$ cat src/rtl/flpk_pkg.sv
`timescale 1ns / 1ps
`default_nettype none

package flpk_pkg;

    localparam int LEN_W  = 14;
    localparam int BYTE_W = 8;
    localparam int STEP_W = 4;

    // action codes
    localparam logic ACT_START = 1'b0;
    localparam logic ACT_DATA  = 1'b1;

    // header byte positions that depend on the length
    localparam logic [STEP_W-1:0] HDR_LEN_STEP    = 4'd7;
    localparam logic [STEP_W-1:0] HDR_LEN_LO_STEP = 4'd8;

    localparam logic [LEN_W-1:0] SHORT_LEN_MAX = 14'd63;

    localparam logic [BYTE_W-1:0] LEN_SHORT_TAG = 8'h80;
    localparam logic [BYTE_W-1:0] LEN_LONG_TAG  = 8'hC0;

    typedef struct packed {
        logic                  action;
        logic [LEN_W-1:0]      message_length;
        logic [BYTE_W-1:0]     data_byte;
    } t_item;

    typedef struct packed {
        logic              valid;
        logic [BYTE_W-1:0] out_byte;
        logic              frame_end;
        logic              message_end;
        logic              run_last;
    } t_beat;

    // Header byte for a given step of a start item.
    function automatic logic [BYTE_W-1:0] hdr_byte(input logic [STEP_W-1:0] step,
                                                   input logic [LEN_W-1:0]  len);
        logic [BYTE_W-1:0] b;
        b = 8'h00;
        case (step)
            4'd0: b = 8'hFF;
            4'd1: b = 8'h08;
            4'd2: b = 8'h00;
            4'd3: b = 8'h01;
            4'd4: b = 8'h01;
            4'd5: b = 8'h02;
            4'd6: b = 8'h01;
            4'd7: begin
                if (len > SHORT_LEN_MAX) begin
                    b = LEN_LONG_TAG | {2'b00, len[13:8]};
                end else begin
                    b = LEN_SHORT_TAG | len[7:0];
                end
            end
            4'd8: b = len[7:0];
            default: b = 8'h00;
        endcase
        return b;
    endfunction

endpackage

`default_nettype wire

$ cat src/rtl/flpk_seq.sv
`timescale 1ns / 1ps
`default_nettype none

// Byte sequencer: one output beat per cycle while the output side is ready, from the held item and frame state.
module flpk_seq #(
    parameter int FRAME_BYTES = 64
) (
    input  wire                 i_clk,
    input  wire                 i_rst_n,
    input  wire                 i_item_valid,
    input  wire flpk_pkg::t_item i_item,
    input  wire                 i_out_ready,
    output flpk_pkg::t_beat     o_beat,
    output logic                o_consume
);

    localparam int POS_W = $clog2(FRAME_BYTES);
    localparam logic [POS_W-1:0] POS_LAST = POS_W'(FRAME_BYTES - 1);

    logic [POS_W-1:0]                 r_frame_pos, n_frame_pos;
    logic [flpk_pkg::LEN_W-1:0]       r_remaining, n_remaining;
    logic                             r_open, n_open;
    logic [flpk_pkg::STEP_W-1:0]      r_step, n_step;
    logic                             r_pad, n_pad;

    logic [POS_W-1:0]                 pos_base;
    logic [POS_W-1:0]                 pos_next;
    logic                             wraps;
    logic [flpk_pkg::STEP_W-1:0]      hdr_last_step;
    logic [flpk_pkg::LEN_W-1:0]       rem_dec;
    logic                             done;
    logic                             advance;
    flpk_pkg::t_beat                  beat;

    always_comb begin
        pos_base = (i_item.action == flpk_pkg::ACT_START && r_step == '0 && !r_pad)
                   ? '0 : r_frame_pos;
        pos_next = (pos_base == POS_LAST) ? '0 : pos_base + 1'b1;
        wraps    = (pos_next == '0);
        hdr_last_step = (i_item.message_length > flpk_pkg::SHORT_LEN_MAX)
                        ? flpk_pkg::HDR_LEN_LO_STEP : flpk_pkg::HDR_LEN_STEP;
        rem_dec  = r_remaining - 1'b1;
    end

    always_comb begin
        beat        = '0;
        done        = 1'b0;
        n_remaining = r_remaining;
        n_open      = r_open;
        n_step      = r_step;
        n_pad       = r_pad;
        if (i_item_valid) begin
            if (r_pad) begin
                beat.valid     = 1'b1;
                beat.frame_end = wraps;
                if (wraps) begin
                    beat.message_end = 1'b1;
                    beat.run_last    = 1'b1;
                    done             = 1'b1;
                    n_open           = 1'b0;
                    n_remaining      = '0;
                end
            end else if (i_item.action == flpk_pkg::ACT_START) begin
                beat.valid     = 1'b1;
                beat.out_byte  = flpk_pkg::hdr_byte(r_step, i_item.message_length);
                beat.frame_end = wraps;
                if (r_step == hdr_last_step) begin
                    n_open      = 1'b1;
                    n_remaining = i_item.message_length;
                    if (i_item.message_length == '0) begin
                        n_pad = 1'b1;
                    end else begin
                        beat.run_last = 1'b1;
                        done          = 1'b1;
                    end
                end else begin
                    n_step = r_step + 1'b1;
                end
            end else if (r_open) begin
                beat.valid     = 1'b1;
                beat.out_byte  = i_item.data_byte;
                beat.frame_end = wraps;
                n_remaining    = rem_dec;
                if (rem_dec == '0) begin
                    n_open = 1'b0;
                    if (wraps) begin
                        beat.message_end = 1'b1;
                        beat.run_last    = 1'b1;
                        done             = 1'b1;
                    end else begin
                        n_pad = 1'b1;
                    end
                end else begin
                    beat.run_last = 1'b1;
                    done          = 1'b1;
                end
            end else begin
                // stray data byte: dropped, no beat
                done = 1'b1;
            end
        end
        n_frame_pos = beat.valid ? pos_next : r_frame_pos;
        if (done) begin
            n_step = '0;
            n_pad  = 1'b0;
        end
    end

    assign advance   = i_item_valid && (!beat.valid || i_out_ready);
    assign o_beat    = beat;
    assign o_consume = advance && done;

    always_ff @(posedge i_clk) begin
        if (!i_rst_n) begin
            r_frame_pos <= '0;
            r_remaining <= '0;
            r_open      <= 1'b0;
            r_step      <= '0;
            r_pad       <= 1'b0;
        end else if (advance) begin
            r_frame_pos <= n_frame_pos;
            r_remaining <= n_remaining;
            r_open      <= n_open;
            r_step      <= n_step;
            r_pad       <= n_pad;
        end
    end

endmodule

`default_nettype wire

$ cat src/rtl/flpk_obuf.sv
`timescale 1ns / 1ps
`default_nettype none

// Output register: holds one beat until the sink takes it.
module flpk_obuf (
    input  wire                 i_clk,
    input  wire                 i_rst_n,
    input  wire flpk_pkg::t_beat i_beat,
    output logic                o_ready,
    output flpk_pkg::t_beat     o_beat,
    input  wire                 i_take
);

    logic            r_valid;
    flpk_pkg::t_beat r_beat;

    assign o_ready = !r_valid || i_take;

    always_comb begin
        o_beat       = r_beat;
        o_beat.valid = r_valid;
    end

    always_ff @(posedge i_clk) begin
        if (!i_rst_n) begin
            r_valid <= 1'b0;
        end else if (o_ready) begin
            r_valid <= i_beat.valid;
        end
    end

    always_ff @(posedge i_clk) begin
        if (o_ready && i_beat.valid) begin
            r_beat <= i_beat;
        end
    end

endmodule

`default_nettype wire

$ cat src/rtl/length_prefixed_frame_packer_unit.sv
// The first beat of an item passes the input register and then the output register before it is valid on m_axis.
// Throughput: one data item per cycle while the output is not stalled; the sequencer emits one byte per cycle, so a
// start item holds the input while its 8 or 9 header bytes are sent, and a message close adds padding bytes up to
// the frame end, up to FRAME_BYTES - 1 of them. A data byte with no open message is dropped with no beat.
// Reset: i_rst_n is synchronous, active low; clears valid flags and frame/message state.
`timescale 1ns / 1ps
`default_nettype none

module length_prefixed_frame_packer_unit #(
    parameter int FRAME_BYTES = 64
) (
    input  wire         i_clk,
    input  wire         i_rst_n,
    // input stream
    input  wire         s_axis_tvalid,
    output logic        s_axis_tready,
    input  wire  [23:0] s_axis_tdata,   // [13:0] message_length, [21:14] data_byte, [23:22] zero
    input  wire         s_axis_tuser,   // [0] action (0 start, 1 data)
    // output stream
    output logic        m_axis_tvalid,
    input  wire         m_axis_tready,
    output logic [7:0]  m_axis_tdata,   // [7:0] out_byte
    output logic        m_axis_tlast,   // frame_end
    output logic [1:0]  m_axis_tuser    // [0] message_end, [1] run_last
);

    // Input register: one item held while the sequencer works through its bytes.
    logic            r_in_valid;
    flpk_pkg::t_item r_item;
    logic            consume;
    logic            obuf_ready;
    flpk_pkg::t_beat seq_beat;
    flpk_pkg::t_beat out_beat;

    assign s_axis_tready = !r_in_valid || consume;

    always_ff @(posedge i_clk) begin
        if (!i_rst_n) begin
            r_in_valid <= 1'b0;
        end else if (s_axis_tvalid && s_axis_tready) begin
            r_in_valid <= 1'b1;
        end else if (consume) begin
            r_in_valid <= 1'b0;
        end
    end

    always_ff @(posedge i_clk) begin
        if (s_axis_tvalid && s_axis_tready) begin
            r_item.action         <= s_axis_tuser;
            r_item.message_length <= s_axis_tdata[13:0];
            r_item.data_byte      <= s_axis_tdata[21:14];
        end
    end

    // Sequencer: header, payload and padding bytes, frame position tracking.
    flpk_seq #(
        .FRAME_BYTES (FRAME_BYTES)
    ) u_seq (
        .i_clk        (i_clk),
        .i_rst_n      (i_rst_n),
        .i_item_valid (r_in_valid),
        .i_item       (r_item),
        .i_out_ready  (obuf_ready),
        .o_beat       (seq_beat),
        .o_consume    (consume)
    );

    // Output register holds each beat until the sink takes it; its ready follows the sink's tready combinationally.
    flpk_obuf u_obuf (
        .i_clk   (i_clk),
        .i_rst_n (i_rst_n),
        .i_beat  (seq_beat),
        .o_ready (obuf_ready),
        .o_beat  (out_beat),
        .i_take  (m_axis_tready)
    );

    assign m_axis_tvalid   = out_beat.valid;
    assign m_axis_tdata    = out_beat.out_byte;
    assign m_axis_tlast    = out_beat.frame_end;
    assign m_axis_tuser[0] = out_beat.message_end;
    assign m_axis_tuser[1] = out_beat.run_last;

    // a message always closes on a frame boundary
    a_msg_end_on_frame: assert property (@(posedge i_clk) disable iff (!i_rst_n)
        m_axis_tvalid && m_axis_tuser[0] |-> m_axis_tlast)
        else $error("message end off a frame boundary");

    // closing byte is the last beat of its item
    a_msg_end_run_last: assert property (@(posedge i_clk) disable iff (!i_rst_n)
        m_axis_tvalid && m_axis_tuser[0] |-> m_axis_tuser[1])
        else $error("message end without run last");

    // input only stalls while an item is held
    a_stall_needs_item: assert property (@(posedge i_clk) disable iff (!i_rst_n)
        !s_axis_tready |-> r_in_valid)
        else $error("input stalled with empty input register");

endmodule

`default_nettype wire
$ cat config.mk
export PLATFORM = sky130hd
export DESIGN_NAME = length_prefixed_frame_packer_unit
export DESIGN_NICKNAME = d
export VERILOG_FILES = /design/src/rtl/flpk_pkg.sv /design/src/rtl/flpk_seq.sv /design/src/rtl/flpk_obuf.sv /design/src/rtl/length_prefixed_frame_packer_unit.sv
export SDC_FILE = /design/constraint.sdc
export NUM_CORES = 1
export LEC_CHECK = 0
export BUFFER_PORTS_ARGS = -buffer_cell sky130_fd_sc_hd__buf_4
export CAP_MARGIN = 20
export CORE_ASPECT_RATIO = 1.25
export CORE_MARGIN = 2
export CORE_UTILIZATION = 38
export CTS_BUF_LIST = sky130_fd_sc_hd__clkbuf_2
export CTS_CLUSTER_SIZE = 16
export DETAILED_ROUTE_END_ITERATION = 8
export PLACE_DENSITY = 0.66
export REMOVE_ABC_BUFFERS = 1
export SLEW_MARGIN = 40
export SYNTH_ARGS = -nofsm -noshare
export SYNTH_HDL_FRONTEND = slang
export SYNTH_HIERARCHICAL = 1
export SYNTH_SLANG_ARGS = --single-unit
$ cat constraint.sdc
create_clock -name i_clk -period 4 [get_ports i_clk]
set_input_delay 0 -clock i_clk [delete_from_list [all_inputs] [get_ports i_clk]]
set_output_delay 0 -clock i_clk [all_outputs]
set_load 0.05 [all_outputs]
Word level (Yosys, flattened, before mapping):

Cells that the tools add are included.

* add/sub/neg operators: 3
* $mul: 0
* div/mod/pow operators: 0
* order comparisons: 1
* equal/unequal tests: 14
* shift-type cells: 0
* muxes and demuxes: 51
* bitwise operators: 2
* reduce and logical (&&, ||, !) cells: 27

Operator list (count)
* 2-to-1 mux 14 bit: 5
* case mux 8 bit (6 select lines): 1
* 2-to-1 mux 1 bit: 30
* logical NOT 14 bit: 2
* 2-to-1 mux 12 bit: 2
* 2-to-1 mux 4 bit: 6
* == test 4 x 3 -> 1 bit (second input constant): 4
* greater-than comparator 14 x 6 -> 1 bit (second input constant): 1
* subtractor 14 x 1 -> 14 bit (second input constant): 1
* 2-to-1 mux 6 bit: 2
* 2-to-1 mux 10 bit: 1
* AND reduction 5 bit: 2
* 2-to-1 mux 8 bit: 1
* 2-to-1 mux 7 bit: 1
* adder 6 x 1 -> 6 bit (second input constant): 1
* == test 6 bit (second input constant): 1
* logical AND 1 bit: 6
* logical NOT 6 bit: 1
* adder 4 x 1 -> 4 bit (second input constant): 1
* == test 4 x 1 -> 1 bit (second input constant): 1
* == test 4 x 2 -> 1 bit (second input constant): 1
* == test 4 bit: 1
* == test 4 bit (second input constant): 1
* logical NOT 1 bit: 4
* 14 further kinds: 21

* flip-flop bits (word level): 62
* latch bits: 0
* memory bits (writable): 0
* memory bits (read-only): 0
* output and inout bits: 13
* logic and storage cells: 112
* memories kept: 0

Logic depth before layout (Yosys ltp):

* depth after elaboration: 20
* depth in mapped cells: 16
* depth with buffers taken out: 15

By module:

Netlist, hierarchy kept.

Modules (own cells, without submodules)
* flpk_seq: times used 1, cells an instance 336, area an instance 2393.5 sq um
* length_prefixed_frame_packer_unit: times used 1, cells an instance 28, area an instance 748.2 sq um
* flpk_obuf: times used 1, cells an instance 17, area an instance 395.4 sq um

Worst setup path after synthesis:

OpenSTA, ideal clock, no wires.

* path kind: reg2reg
* from: register u_seq/r_step[0] (netlist name)
* to: register r_item[0] (netlist name) (enable)
* arrival: 3.524 ns
* required time: 3.676 ns
* slack: 0.152 ns
* cell stages (with the launch flop): 17
* path buffers: 1
* period minus slack after synthesis: 3.848 ns
* cells stage by stage: dfxtp_1 > inv_1 > ha_1 > clkbuf_1 > or3b_1 > nor3_2 > nor2b_1 > ha_1 > or3_1 > o32ai_1 > o221ai_1 > nor2_1 > a21o_1 > nand2_1 > inv_1 > nand2b_4 > and2_4

* word-level cells in the longest chain between the ends: 16
* elaborated cells on any way between the ends: 19
* classes of those cells: 1 x add/sub; 2 x eq/ne; 9 x mux; 7 x reduce/logical

Ends and longest elaborated chain
* from (decl): line flpk_seq.sv:23 `logic [flpk_pkg::STEP_W-1:0] r_step, n_step;`
* from (signal assigned): line flpk_seq.sv:124 `r_step <= n_step;`
* logical NOT 4 bit: line flpk_seq.sv:36 `pos_base = (i_item.action == flpk_pkg::ACT_START && r_step == '0 && !r_pad)`
* logical AND 1 bit (2 in series): line flpk_seq.sv:36
* 2-to-1 mux 6 bit: line flpk_seq.sv:37 `? '0 : r_frame_pos;`
* adder 6 x 1 -> 6 bit / == test 6 bit (equally long branches): line flpk_seq.sv:38 `pos_next = (pos_base == POS_LAST) ? '0 : pos_base + 1'b1;`
* 2-to-1 mux 6 bit: line flpk_seq.sv:38
* logical NOT 6 bit: line flpk_seq.sv:39 `wraps = (pos_next == '0);`
* 2-to-1 mux 1 bit: line flpk_seq.sv:56, flpk_seq.sv:86
* 2-to-1 mux 1 bit: line flpk_seq.sv:84 `if (rem_dec == '0) begin`
* 2-to-1 mux 1 bit: line flpk_seq.sv:79 `end else if (r_open) begin`
* 2-to-1 mux 1 bit: line flpk_seq.sv:63 `end else if (i_item.action == flpk_pkg::ACT_START) begin`
* 2-to-1 mux 1 bit (*): line flpk_seq.sv:53 `if (r_pad) begin`
* 2-to-1 mux 1 bit (*): line flpk_seq.sv:52 `if (i_item_valid) begin`
* logical AND 1 bit (*): line flpk_seq.sv:111 `assign o_consume = advance && done;`
* net consume: line length_prefixed_frame_packer_unit.sv:30 `logic consume;`
* logical OR 1 bit (*): line length_prefixed_frame_packer_unit.sv:35 `assign s_axis_tready = !r_in_valid || consume;`
* net s_axis_tready: line length_prefixed_frame_packer_unit.sv:16 `output logic s_axis_tready,`
* logical AND 1 bit (*): line length_prefixed_frame_packer_unit.sv:48 `if (s_axis_tvalid && s_axis_tready) begin`
* to (decl): line length_prefixed_frame_packer_unit.sv:29 `flpk_pkg::t_item r_item;`

Mark *: on every way through the listed nets, which the timed path passes. The rest lies on a longest branch.
A chain may end at the register's enable or synchronous reset.

Worst setup path after layout:

* from: register u_seq/r_step[0] (netlist name)
* to: register r_in_valid

* word-level cells in the longest chain between the ends: 17
* elaborated cells on any way between the ends: 21
* classes of those cells: 1 x add/sub; 2 x eq/ne; 10 x mux; 8 x reduce/logical

Ends and longest elaborated chain
* logical NOT 4 bit: line flpk_seq.sv:36
* logical AND 1 bit (2 in series): line flpk_seq.sv:36
* 2-to-1 mux 6 bit: line flpk_seq.sv:37
* adder 6 x 1 -> 6 bit / == test 6 bit (equally long branches): line flpk_seq.sv:38
* 2-to-1 mux 6 bit: line flpk_seq.sv:38
* logical NOT 6 bit: line flpk_seq.sv:39
* 2-to-1 mux 1 bit: line flpk_seq.sv:56, flpk_seq.sv:86
* 2-to-1 mux 1 bit: line flpk_seq.sv:84
* 2-to-1 mux 1 bit: line flpk_seq.sv:79
* 2-to-1 mux 1 bit: line flpk_seq.sv:63
* 2-to-1 mux 1 bit (*): line flpk_seq.sv:53
* 2-to-1 mux 1 bit (*): line flpk_seq.sv:52
* logical AND 1 bit (*): line flpk_seq.sv:111
* net consume: line length_prefixed_frame_packer_unit.sv:30
* logical OR 1 bit: line length_prefixed_frame_packer_unit.sv:35
* logical AND 1 bit: line length_prefixed_frame_packer_unit.sv:40 `end else if (s_axis_tvalid && s_axis_tready) begin`
* 2-to-1 mux 1 bit / nonzero test 2 bit (equally long branches)
* to (signal assigned): line length_prefixed_frame_packer_unit.sv:39 `r_in_valid <= 1'b0;`
* to (signal assigned): line length_prefixed_frame_packer_unit.sv:41 `r_in_valid <= 1'b1;`
* to (signal assigned): line length_prefixed_frame_packer_unit.sv:43 `r_in_valid <= 1'b0;`
* to (decl): line length_prefixed_frame_packer_unit.sv:28 `logic r_in_valid;`

Marks and branches as above.

==> flow_summary.json <==
{
  "drc": 0,
  "dr.pass1.iters": 5,
  "postPlaceCellArea_um2": 3979,
  "final_cell_mix": "buf_4, nor2_1, edfxtp_1",
  "initial_core_util_pct": 38.97,
  "pwr-share-clk_pct": 23.4,
  "finalHoldViolCount": 0,
  "dp_hpwl_um": 6280,
  "cp_cell_sequence": "inv_1, ha_1, or3b_1, nor3_4, nor2b_1, ha_1, buf_4, a21oi_1, o21ai_0, a21oi_2, nor2_1, a21o_1, nand2_1, inv_1, nand2b_4, a21boi_2, dlygate4sd3_1",
  "num_vias": 3164,
  "intPower_uw": 925.7,
  "wire_per_inst_um": 15.61,
  "pwr-share-seq_pct": 54.3,
  "criticalPathCategory": "reg2reg",
  "drt-initial-drc-count": 284,
  "grt_first_pass_wirelength_um": 14860,
  "hold_path_class": "in2reg",
  "utilization_pct": 48.15,
  "netlist_area_um2": 3537,
  "ys_seq_area_share_pct": 44.71,
  "max_stage_delay_ps": 550,
  "ir_worst_vdd_v": 0.0002536,
  "routabilityCongestion": 0.8981,
  "setup_viol": 0,
  "clock-sinks": 62,
  "insertion_delay_ps": 530,
  "fin_area_um2": 4370,
  "leakage_uw": 0.001617,
  "drv_slew": 0,
  "wirelength_um": 9055,
  "synth_edf_count": 34,
  "yosys_warnings": 6,
  "antenna_found_initial": 1,
  "comb_power_share_pct": 22.3,
  "chipWidth_um": 90.30,
  "synth_async_sr_flop_share_pct": 0,
  "grt_max_degree": 42,
  "syn2layout_area_growth_pct": 23.56,
  "postSynthAreaPerCell_um2": 9.284,
  "numCtsBuffers": 9,
  "cts.root.buffer_cell": "clkbuf_2",
  "coreArea_um2": 9076,
  "final_common_cell": "buf_4",
  "critical_path_arrival_ps": 4250,
  "cts_tree": "built",
  "postSynthCellCount": 381,
  "status": "completed",
  "timing.critical_path.buf_inv": 4,
  "period_needed_ps": 3790,
  "period_share_pct": 94.74,
  "synth_seq_cells": 62,
  "cp_max_fo": 7,
  "path_delay_family": "simple AND/OR/NAND/NOR gates",
  "clockBufferDepth": 2,
  "crit_path_start_kind": "register",
  "fmax_mhz": 263.9,
  "grt_pass1_vias": 3111,
  "htreeDepth": 3,
  "worstMarginPinSlew_ps": 551.7,
  "p_per_area_nw_per_um2": 312.0,
  "finalClockSkew_ps": 28.66,
  "ys.flop_type": "edfxtp_1",
  "yosys.cell_types.count": 69,
  "clk_pin_slew_ps": 200,
  "io_buffers": 39,
  "die_h_um": 111.9,
  "fp-row-count": 39,
  "drive_gt1_share_pct": 19.30,
  "ant_nets": 0,
  "p_sw_share_pct": 32.12,
  "cap_violations": 0,
  "netSwitchingPower_uw": 438.0,
  "final_nets": 488,
  "slowest_stage": "dlygate4sd3_1",
  "cp-end-kind": "register",
  "die_area_um2": 10100,
  "slew_headroom_pct": 62.98,
  "required_ps": 4460,
  "grt.overflow.total": 0,
  "boundaryPins": 42,
  "groute.usage.overall_pct": 18.63,
  "avgViaCountPerCell": 5.455
}
-- registers in the layout, summed over array words and instances, names as in the netlist --
| name | flops |
|---|---|
| r_item | 23 |
| u_seq/r_remaining | 14 |
| u_obuf/o_beat | 11 |
| u_seq/r_frame_pos | 6 |
| u_seq/r_step | 4 |
| r_in_valid | 1 |
| u_obuf/r_valid | 1 |
| u_seq/r_open | 1 |
| u_seq/r_pad | 1 |
-- metal layers --
layer  wire (um)  track usage [%]
met5           0                0
met4         342            13.54
met3         391            3.383
met2        4687            31.88
met1        3634            20.71
-- timing repair --
item / 4_1_cts / 5_1_grt
resized for setup: 0 / 2
setup buffers: 0 / 2
hold buffers: 28 / 0
endpoints found under the hold margin: 69 / 0
setup endpoints to repair: 0 / 28
-- cell families (layout without fill, tap and decap cells) --
group	count (synthesis)	in the layout	share of synthesized area, %
other cells	0	1	0
simple gates	149	149	22.89
flops	62	62	44.71
compound gates	115	115	22.75
buf+inv	37	112	4.068
fa+ha+maj	8	8	2.830
xor+xnor	5	5	1.238
mux	5	5	1.521
-- final timing paths --
path                         start                     to  slack [ps]  cells after the start
max                u_seq/r_step[0]             r_in_valid         210                     17
min               s_axis_tdata[14]              r_item[0]         170                      2
max reg2reg        u_seq/r_step[0]             r_in_valid         210                     17
min reg2reg  u_seq/r_remaining[13]  u_seq/r_remaining[13]         510                      2
-- worst reg2reg max path: stages, from the launching register on --
cell,delay [ps]
dfxtp_1,400
inv_1,130
ha_1,160
or3b_1,460
nor3_4,310
nor2b_1,120
ha_1,230
buf_4,160
a21oi_1,110
o21ai_0,160
a21oi_2,330
nor2_1,130
a21o_1,170
nand2_1,50
inv_1,40
nand2b_4,140
a21boi_2,120
dlygate4sd3_1,550
-- synth_stat cells (4+ instances only) --
| library cell | n | area share, % |
|---|---|---|
| inv_1 | 17 | 1.8 |
| o21ai_0 | 26 | 3.7 |
| nand2_1 | 32 | 3.4 |
| edfxtp_1 | 34 | 29 |
| nor2_1 | 38 | 4.0 |
| dfxtp_1 | 28 | 16 |
| nor3_1 | 9 | 1.3 |
| ha_1 | 8 | 2.8 |
| clkbuf_1 | 16 | 1.7 |
| a21oi_1 | 21 | 3.0 |
| and2_1 | 4 | 0.71 |
| a21boi_0 | 12 | 2.5 |
| nor4_1 | 10 | 1.8 |
| or3_1 | 4 | 0.71 |
| nor2b_1 | 9 | 1.6 |
| a21boi_1 | 5 | 1.1 |
| nand3_1 | 13 | 1.8 |
| a211oi_1 | 5 | 1.1 |
-- power groups by stage --
stage | Sequential, uW | Clock (uW) | Combinational, uW
finish | 741 | 319 | 304
global route | 746 | 357 | 334
CTS | 740 | 335 | 297
floorplan | 769 | 0 | 168
detailed placement | 754 | 0 | 274
global placement | 754 | 0 | 270
-- per-stage QoR --
step / worst slack, ps / total power, uW / hold slack, ps / TNS [ps] / instances
finish: 210.4 / 1364 / 165.0 / 0 / 580
global route: -67.78 / 1437 / 127.7 / -166.9 / 580
CTS: 9.301 / 1372 / 122.0 / 0 / 577
detailed placement: 246.2 / 1028 / 179.4 / 0 / 533
global placement: 391.5 / 1024 / 179.3 / 0 / 533
floorplan: 247.1 / 936.4 / 98.87 / 0 / 361
-- final cells by class --
type,instances,area (um^2)
well taps,123,153.9
flip-flops and latches,62,1582
multi-input cells,282,1822
repair buffers,79,663.1
clock inverters,5,28.78
diodes,1,2.502
fillers,866,4706
clock buffers,11,55.05
inverters,17,63.81
Power figures use the tool's default switching activity.
